**src/hw/rtl/chf_pkg.sv**
```systemverilog
// ----------------------------------------------------------------------------
// chf_pkg: shared types and constants for the chained hash find-or-insert block
// Holds the controller state type, the command and status bundles, and the
// default sizes and field widths.
// ----------------------------------------------------------------------------
package chf_pkg;

	localparam int BUCKETS_DEF  = 256;
	localparam int CAPACITY_DEF = 1024;
	localparam int KEY_BITS_DEF = 64;

	localparam int KEY_W       = 64;
	localparam int SLOT_W      = 10;
	localparam int OUT_DATA_W  = 16;
	localparam int OUT_USER_W  = 2;
	localparam int FOLD_W      = 16;

	typedef enum logic [2:0] {
		ST_CLEAR,
		ST_IDLE,
		ST_HASH,
		ST_HEAD_RD,
		ST_HEAD_CHK,
		ST_WALK,
		ST_INSERT,
		ST_DONE
	} chf_state_t;

	typedef struct packed {
		logic clr_step;
		logic load_key;
		logic hash_step;
		logic head_rd;
		logic rd_head;
		logic rd_next;
		logic res_hit;
		logic res_full;
		logic insert;
		logic out_load;
	} chf_cmd_t;

	typedef struct packed {
		logic clr_last;
		logic hash_last;
		logic head_nil;
		logic key_hit;
		logic next_nil;
		logic full;
		logic out_free;
	} chf_sts_t;

endpackage

```
**src/hw/rtl/chf_ctrl.sv**
```systemverilog
// ----------------------------------------------------------------------------
// chf_ctrl: sequencer of the chained hash find-or-insert block
// Clears the bucket heads after reset, then steps each request through hash,
// head read, chain walk, insertion and result hand-off.
// ----------------------------------------------------------------------------
module chf_ctrl (
	input  logic              clk,
	input  logic              arst_n,
	input  logic              in_valid,
	output logic              in_ready,
	input  chf_pkg::chf_sts_t sts,
	output chf_pkg::chf_cmd_t cmd
);
	import chf_pkg::*;

	chf_state_t state_q;
	chf_state_t state_d;

	always_ff @(posedge clk or negedge arst_n) begin
		if (!arst_n) begin
			state_q <= ST_CLEAR;
		end else begin
			state_q <= state_d;
		end
	end

	always_comb begin
		state_d = state_q;
		case (state_q)
			ST_CLEAR: begin
				if (sts.clr_last) state_d = ST_IDLE;
			end
			ST_IDLE: begin
				if (in_valid) state_d = ST_HASH;
			end
			ST_HASH: begin
				if (sts.hash_last) state_d = ST_HEAD_RD;
			end
			ST_HEAD_RD: begin
				state_d = ST_HEAD_CHK;
			end
			ST_HEAD_CHK: begin
				state_d = sts.head_nil ? ST_INSERT : ST_WALK;
			end
			ST_WALK: begin
				if (sts.key_hit) state_d = ST_DONE;
				else if (sts.next_nil) state_d = ST_INSERT;
			end
			ST_INSERT: begin
				state_d = ST_DONE;
			end
			ST_DONE: begin
				if (sts.out_free) state_d = ST_IDLE;
			end
			default: begin
				state_d = ST_CLEAR;
			end
		endcase
	end

	always_comb begin
		cmd      = '0;
		in_ready = 1'b0;
		case (state_q)
			ST_CLEAR: begin
				cmd.clr_step = 1'b1;
			end
			ST_IDLE: begin
				in_ready     = 1'b1;
				cmd.load_key = in_valid;
			end
			ST_HASH: begin
				cmd.hash_step = 1'b1;
			end
			ST_HEAD_RD: begin
				cmd.head_rd = 1'b1;
			end
			ST_HEAD_CHK: begin
				cmd.rd_head = !sts.head_nil;
			end
			ST_WALK: begin
				cmd.res_hit = sts.key_hit;
				cmd.rd_next = !sts.key_hit && !sts.next_nil;
			end
			ST_INSERT: begin
				cmd.res_full = sts.full;
				cmd.insert   = !sts.full;
			end
			ST_DONE: begin
				cmd.out_load = sts.out_free;
			end
			default: begin
				cmd = '0;
			end
		endcase
	end

endmodule

```
**config.mk**
```make
export PLATFORM = sky130hd
export DESIGN_NAME = chf_ctrl
export DESIGN_NICKNAME = d
export VERILOG_FILES = /design/src/hw/rtl/chf_pkg.sv /design/src/hw/rtl/chf_ctrl.sv
export SDC_FILE = /design/constraint.sdc
export NUM_CORES = 1
export LEC_CHECK = 0
export ABC_CLOCK_PERIOD_IN_PS = 1300
export BUFFER_PORTS_ARGS = -buffer_cell sky130_fd_sc_hd__buf_2
export CORE_AREA = 2 2 39 41
export CTS_BUF_LIST = sky130_fd_sc_hd__clkbuf_16
export CTS_CLUSTER_DIAMETER = 50
export DETAILED_ROUTE_END_ITERATION = 10
export DIE_AREA = 0 0 41 43
export PLACE_DENSITY = 0.56
export SLEW_MARGIN = 30
export SYNTH_ARGS = -nofsm -noshare
export SYNTH_HDL_FRONTEND = slang
export SYNTH_SLANG_ARGS = --single-unit
```
**constraint.sdc**
```tcl
create_clock -name clk -period 1.3 [get_ports clk]
set_input_delay 0 -clock clk [delete_from_list [all_inputs] [get_ports clk]]
set_output_delay 0 -clock clk [all_outputs]
set_load 0.005 [all_outputs]
```
==> flow_summary.json, run 1 <==
{
  "ys.flop_type": "dfrtp_1",
  "fin_nets": 76,
  "fin_crit_ps": 1210,
  "worst-r2r-setup-slack_ps": 90,
  "run_status": "finished, final reports clean",
  "synth_top_family_by_area": "simple AND/OR/NAND/NOR gates",
  "antenna_found_initial": 0,
  "path_max_fanout": 6,
  "clock_latency_ps": 230,
  "die_w_um": 41,
  "cp_slowest_cell": "dfrtp_2",
  "synth_seq_cells": 3,
  "fin_util_pct": 38.5,
  "finalWeightedCongestion": 0.803,
  "crit_type": "register to primary output",
  "peakVddDrop_mv": 0.936,
  "yosys.area_share.simple_pct": 43.4,
  "synth_edf_count": 0,
  "p_per_area_mw_per_mm2": 2460,
  "regArea_um2": 78.8,
  "drt_iter0_drc": 4,
  "synth.area.mux_share_pct": 0,
  "synthCells": 37,
  "grt_first_pass_wirelength_mm": 1.32,
  "fin_setup_tns_ps": 0,
  "synthAdderAreaFrac_pct": 0,
  "largest-register": "state_q",
  "drive_gt1_share_pct": 60.0,
  "path_buf_inv": 2,
  "synth_area_per_cell_um2": 7.95,
  "cts_inserted_buffers": 3,
  "n_antenna_cell": 0,
  "synth_compound_area_share_pct": 15.7,
  "io_buffers": 20,
  "async_flop_share_pct": 100,
  "skew_ps": 0.431,
  "rsz0062_at_grt": "no",
  "post_drt_wl_per_cell_um": 11.1,
  "cp_slowest_stage_delay_ps": 410,
  "required_ps": 1300,
  "p_leak_nw": 0.276,
  "cp-start-kind": "register",
  "final_cell_mix": "20 x buf_2, 7 x nor2_1, 6 x buf_4",
  "core-area_mm2": 0.00138,
  "multi_input_area_um2": 189,
  "grt_start_max_net_pins": 12,
  "syn-num-nets": 47,
  "slew_violations": 0,
  "clockRootBuffer": "clkbuf_16",
  "final_hold_viol_count": 0,
  "drtPass1Iterations": 4,
  "syn_area_um2": 294,
  "io-pin-count": 21,
  "wl_um": 900,
  "route.antenna.remaining_nets": 0,
  "final_common_cell": "buf_2",
  "drc": 0,
  "worstPathCellList": "inv_2, nor4_4, buf_2",
  "max_freq_mhz": 823,
  "cts_buffer_depth": 2,
  "rows": 14,
  "max_slew.worst_pin.slew_ps": 302,
  "yosysSeqAreaShare_pct": 25.5,
  "track_usage_pct": 11.6,
  "largest_registers": "state_q: 3 flops",
  "path_clk_slew_ps": 30,
  "largest_reg_flops": 3,
  "syn_to_final_growth_pct": 81.3,
  "hp-class": "primary input to async pin",
  "cp.arrival_ps": 1210,
  "finalSetupViolations": 0,
  "start_util_pct": 21.2,
  "synth_xor_area_share_pct": 0,
  "path_delay_family": "flip-flops",
  "globalRouteOverflowTotal": 0,
  "ys_warn_count": 0,
  "relSlewSlack_pct": 79.4,
  "post-route-period-util_pct": 93.4,
  "die_area_mm2": 0.00176,
  "first_global_vias": 305,
  "cts_tree": "done",
  "nFillCells": 143,
  "end_kind": "primary output",
  "clkSinkCount": 3,
  "vias": 361,
  "maxCapViolations": 0,
  "routed_via_density": 4.46,
  "post-dp-hpwl_um": 623,
  "post_synth_num_cell_types": 20,
  "die_y_um": 43,
  "cts_max_level": 1
}
## final cells by class
type | count | share of cell area [%]
tap | 16 | 3.76
sequential | 3 | 14.8
multi-input combinational | 28 | 35.4
clock buffer | 3 | 14.1
clock inverter | 1 | 0.704
timing repair buffer | 27 | 29.1
inverter | 3 | 2.11
## what timing repair did
action                                  in CTS  in global routing
endpoints found under the setup margin       4                  5
hold endpoints to repair                     3                  0
hold buffers                                 1                  0
resized for setup                            2                  3
buffers inserted                             0                  2
## cells in the mapped netlist, types with 2 or more instances
master,count,area [µm²]
a21oi_1,2,10.0
dfrtp_1,3,75.1
inv_1,2,7.51
nor3_1,4,20.0
nand2_1,3,11.3
nor2_1,7,26.3
buf_6,3,33.8
## per-layer routing
metal | part of all wire [%] | track usage, % | wire (µm) | vias to the layer above
met5 | 0 | 0 | 0 | -
met4 | 0 | 10.0 | 0 | 0
met3 | 8.9 | 2.09 | 80 | 0
met2 | 46 | 15.6 | 416 | 16
met1 | 45 | 14.9 | 403 | 159
li1 | - | - | - | 186
## power by group
group          total, mW  internal, mW  switching, mW  leakage (nW)
Clock              0.491         0.398         0.0937        0.0423
Sequential         0.231         0.149         0.0815        0.0302
Combinational      0.589         0.302          0.288         0.203
## stage by stage
| stage | hold WS (ps) | power (mW) | instance area (µm²) | worst slack [ps] | instances |
|---|---|---|---|---|---|
| 2_1_floorplan | -296 | 0.601 | 294 | 191 | 37 |
| 3_3_place_gp | -200 | 0.738 | 410 | 131 | 74 |
| 3_5_place_dp | -201 | 0.738 | 410 | 73.9 | 74 |
| 4_1_cts | 110 | 1.26 | 509 | 26.7 | 79 |
| 5_1_grt | 131 | 1.41 | 533 | 2.55 | 81 |
| 6_report | 103 | 1.31 | 533 | 85.5 | 81 |
## path summary, 6_finish.rpt
| kind | from | to | cells past startpoint |
|---|---|---|---|
| min in group clk | sts[0] | state_q[2]$_DFFE_PN0P_ | 4 |
| setup reg to reg | state_q[2]$_DFFE_PN0P_ | state_q[0]$_DFFE_PN0P_ | 4 |
| setup / recovery | state_q[2]$_DFFE_PN0P_ | cmd[4] | 3 |
| hold reg to reg | state_q[0]$_DFFE_PN0P_ | state_q[1]$_DFFE_PN0P_ | 2 |
| hold / removal | arst_n | state_q[0]$_DFFE_PN0P_ | 2 |
| max in group asynchronous | arst_n | state_q[2]$_DFFE_PN0P_ | 2 |
## kinds of logic after synthesis
| logic type | count (synthesis) |
|---|---|
| buffers and inverters | 6 |
| AOI/OAI and AO/OA | 6 |
| DFF | 3 |
| and+or+nand+nor | 22 |
No activity file was read; power rests on OpenSTA's default activity.
==> inputs of run 2 (changes only) <==
ABC_CLOCK_PERIOD_IN_PS = 1550   (was 1300)
clock period = 1.55 ns   (was 1.3 ns; I/O delays follow)
==> flow_summary.json, run 2 (synthesis gave the netlist of run 1 again) <==
{
  "run_status": "finished, final reports clean",
  "fin_util_pct": 34.0,
  "track_usage_pct": 10.5,
  "cp.arrival_ps": 1410,
  "fin_crit_ps": 1410,
  "post-route-period-util_pct": 90.7,
  "holdWs_ps": 101,
  "post-dp-hpwl_um": 583,
  "drive_gt1_share_pct": 50.8,
  "final_hold_viol_count": 0,
  "io-pin-count": 21,
  "clkPwrFrac_pct": 42.5,
  "finalWeightedCongestion": 0.739,
  "die_y_um": 43,
  "end_kind": "primary output",
  "io_buffers": 20,
  "globalRouteOverflowTotal": 0,
  "path_max_fanout": 13,
  "p_int_uw": 616,
  "fin_nets": 70,
  "comb_power_share_pct": 33.5,
  "maxCapViolations": 0,
  "switching_share_pct": 35.3,
  "path_clk_slew_ps": 30,
  "place_area_um2": 380,
  "peakVddDrop_mv": 0.455,
  "slew_violations": 0,
  "start_util_pct": 21.2,
  "cts_buffer_depth": 2,
  "route.antenna.remaining_nets": 0,
  "drtPass1Iterations": 4,
  "nFillCells": 162,
  "antenna_found_initial": 0,
  "cp-start-kind": "register",
  "relSlewSlack_pct": 76.6,
  "max_freq_mhz": 711,
  "rsz0062_at_grt": "no",
  "largest-register": "state_q",
  "cts_inserted_buffers": 3,
  "required_ps": 1550,
  "die_w_um": 41,
  "wl_um": 776,
  "post_drt_wl_per_cell_um": 10.3,
  "core-area_mm2": 0.00138,
  "first_global_vias": 298,
  "finalSetupViolations": 0,
  "clock_latency_ps": 220,
  "skew_ps": 0.102,
  "n_antenna_cell": 0,
  "p_sw_uw": 336,
  "fin_setup_tns_ps": 0,
  "postCtsSetupBuffers": 0,
  "largest_registers": "state_q: 3 flops",
  "crit_type": "register to primary output",
  "p_per_area_mw_per_mm2": 2020,
  "drc": 0,
  "grt_start_max_net_pins": 14,
  "cts_max_level": 1,
  "power.total_uw": 953,
  "hp-class": "primary input to async pin",
  "post-route-cell-area_um2": 470,
  "p_leak_nw": 0.248,
  "final_common_cell": "buf_2",
  "cts_tree": "done",
  "seqPwrFrac_pct": 23.9,
  "routed_via_density": 4.48,
  "clkSinkCount": 3,
  "grt_first_pass_wirelength_mm": 1.23,
  "drt_iter0_drc": 3,
  "vias": 336,
  "rows": 14,
  "final_cell_mix": "20 x buf_2, 7 x nor2_1, 4 x nor3_1",
  "die_area_mm2": 0.00176,
  "clockRootBuffer": "clkbuf_16",
  "syn_to_final_growth_pct": 60.0,
  "largest_reg_flops": 3,
  "max_slew.worst_pin.slew_ps": 348
}
==> run 2: changes by cell type in the layout (fill, tap and decap cells not counted), sizes merged <==
cell  change
buf       -6
==> run 2: critical path, stage by stage, from the launching register on <==
cell,delay [ps]
dfrtp_2,480
inv_2,110
nor4_2,400
buf_2,180
==> run 2: final cells by class <==
cell class	count	area (µm²)	share of cell area, %
Timing Repair Buffer	21	110	23.4
Clock buffer	3	75.1	16.0
Tap cell	16	20.0	4.26
Clock inverter	1	3.75	0.798
Sequential cell	3	76.3	16.2
Multi-Input combinational cell	28	174	37.0
Inverter	3	11.3	2.39
==> run 2: final timing paths <==
check / slack [ps] / cells after the start / end / start
max in group asynchronous: 1330 / 2 / state_q[2]$_DFFE_PN0P_ / arst_n
min in group clk: 140 / 3 / state_q[0]$_DFFE_PN0P_ / sts[2]
setup reg to reg: 320 / 3 / state_q[0]$_DFFE_PN0P_ / state_q[0]$_DFFE_PN0P_
hold / removal: 100 / 2 / state_q[0]$_DFFE_PN0P_ / arst_n
hold reg to reg: 750 / 2 / state_q[2]$_DFFE_PN0P_ / state_q[0]$_DFFE_PN0P_
setup / recovery: 140 / 3 / cmd[4] / state_q[2]$_DFFE_PN0P_
==> run 2: metal layers <==
metal / up-vias / wire [µm] / GRT usage, %
li1: 173 / - / -
met2: 17 / 289 / 13.8
met1: 143 / 385 / 13.5
met3: 3 / 76 / 5.24
met5: - / 0 / 0
met4: 0 / 25 / 6.00
==> run 2: what timing repair did <==
item / in CTS / in global routing
hold buffers: 1 / 0
hold endpoints to repair: 3 / 0
resized for setup: 1 / 0
endpoints found under the setup margin: 1 / 0
==> run 2: power by group through the flow <==
stage          Clock (mW)  Combinational (mW)  Sequential [mW]
2_1_floorplan           0               0.364            0.140
3_3_place_gp            0               0.320            0.224
3_5_place_dp            0               0.323            0.226
4_1_cts             0.410               0.328            0.229
5_1_grt             0.422               0.369            0.241
6_report            0.405               0.319            0.228
==> run 2: per-stage QoR <==
stage	setup WS [ps]	instances
detailed placement	218	70
floorplan	441	37
global route	55.8	75
finish	144	75
global placement	209	70
CTS	133	75
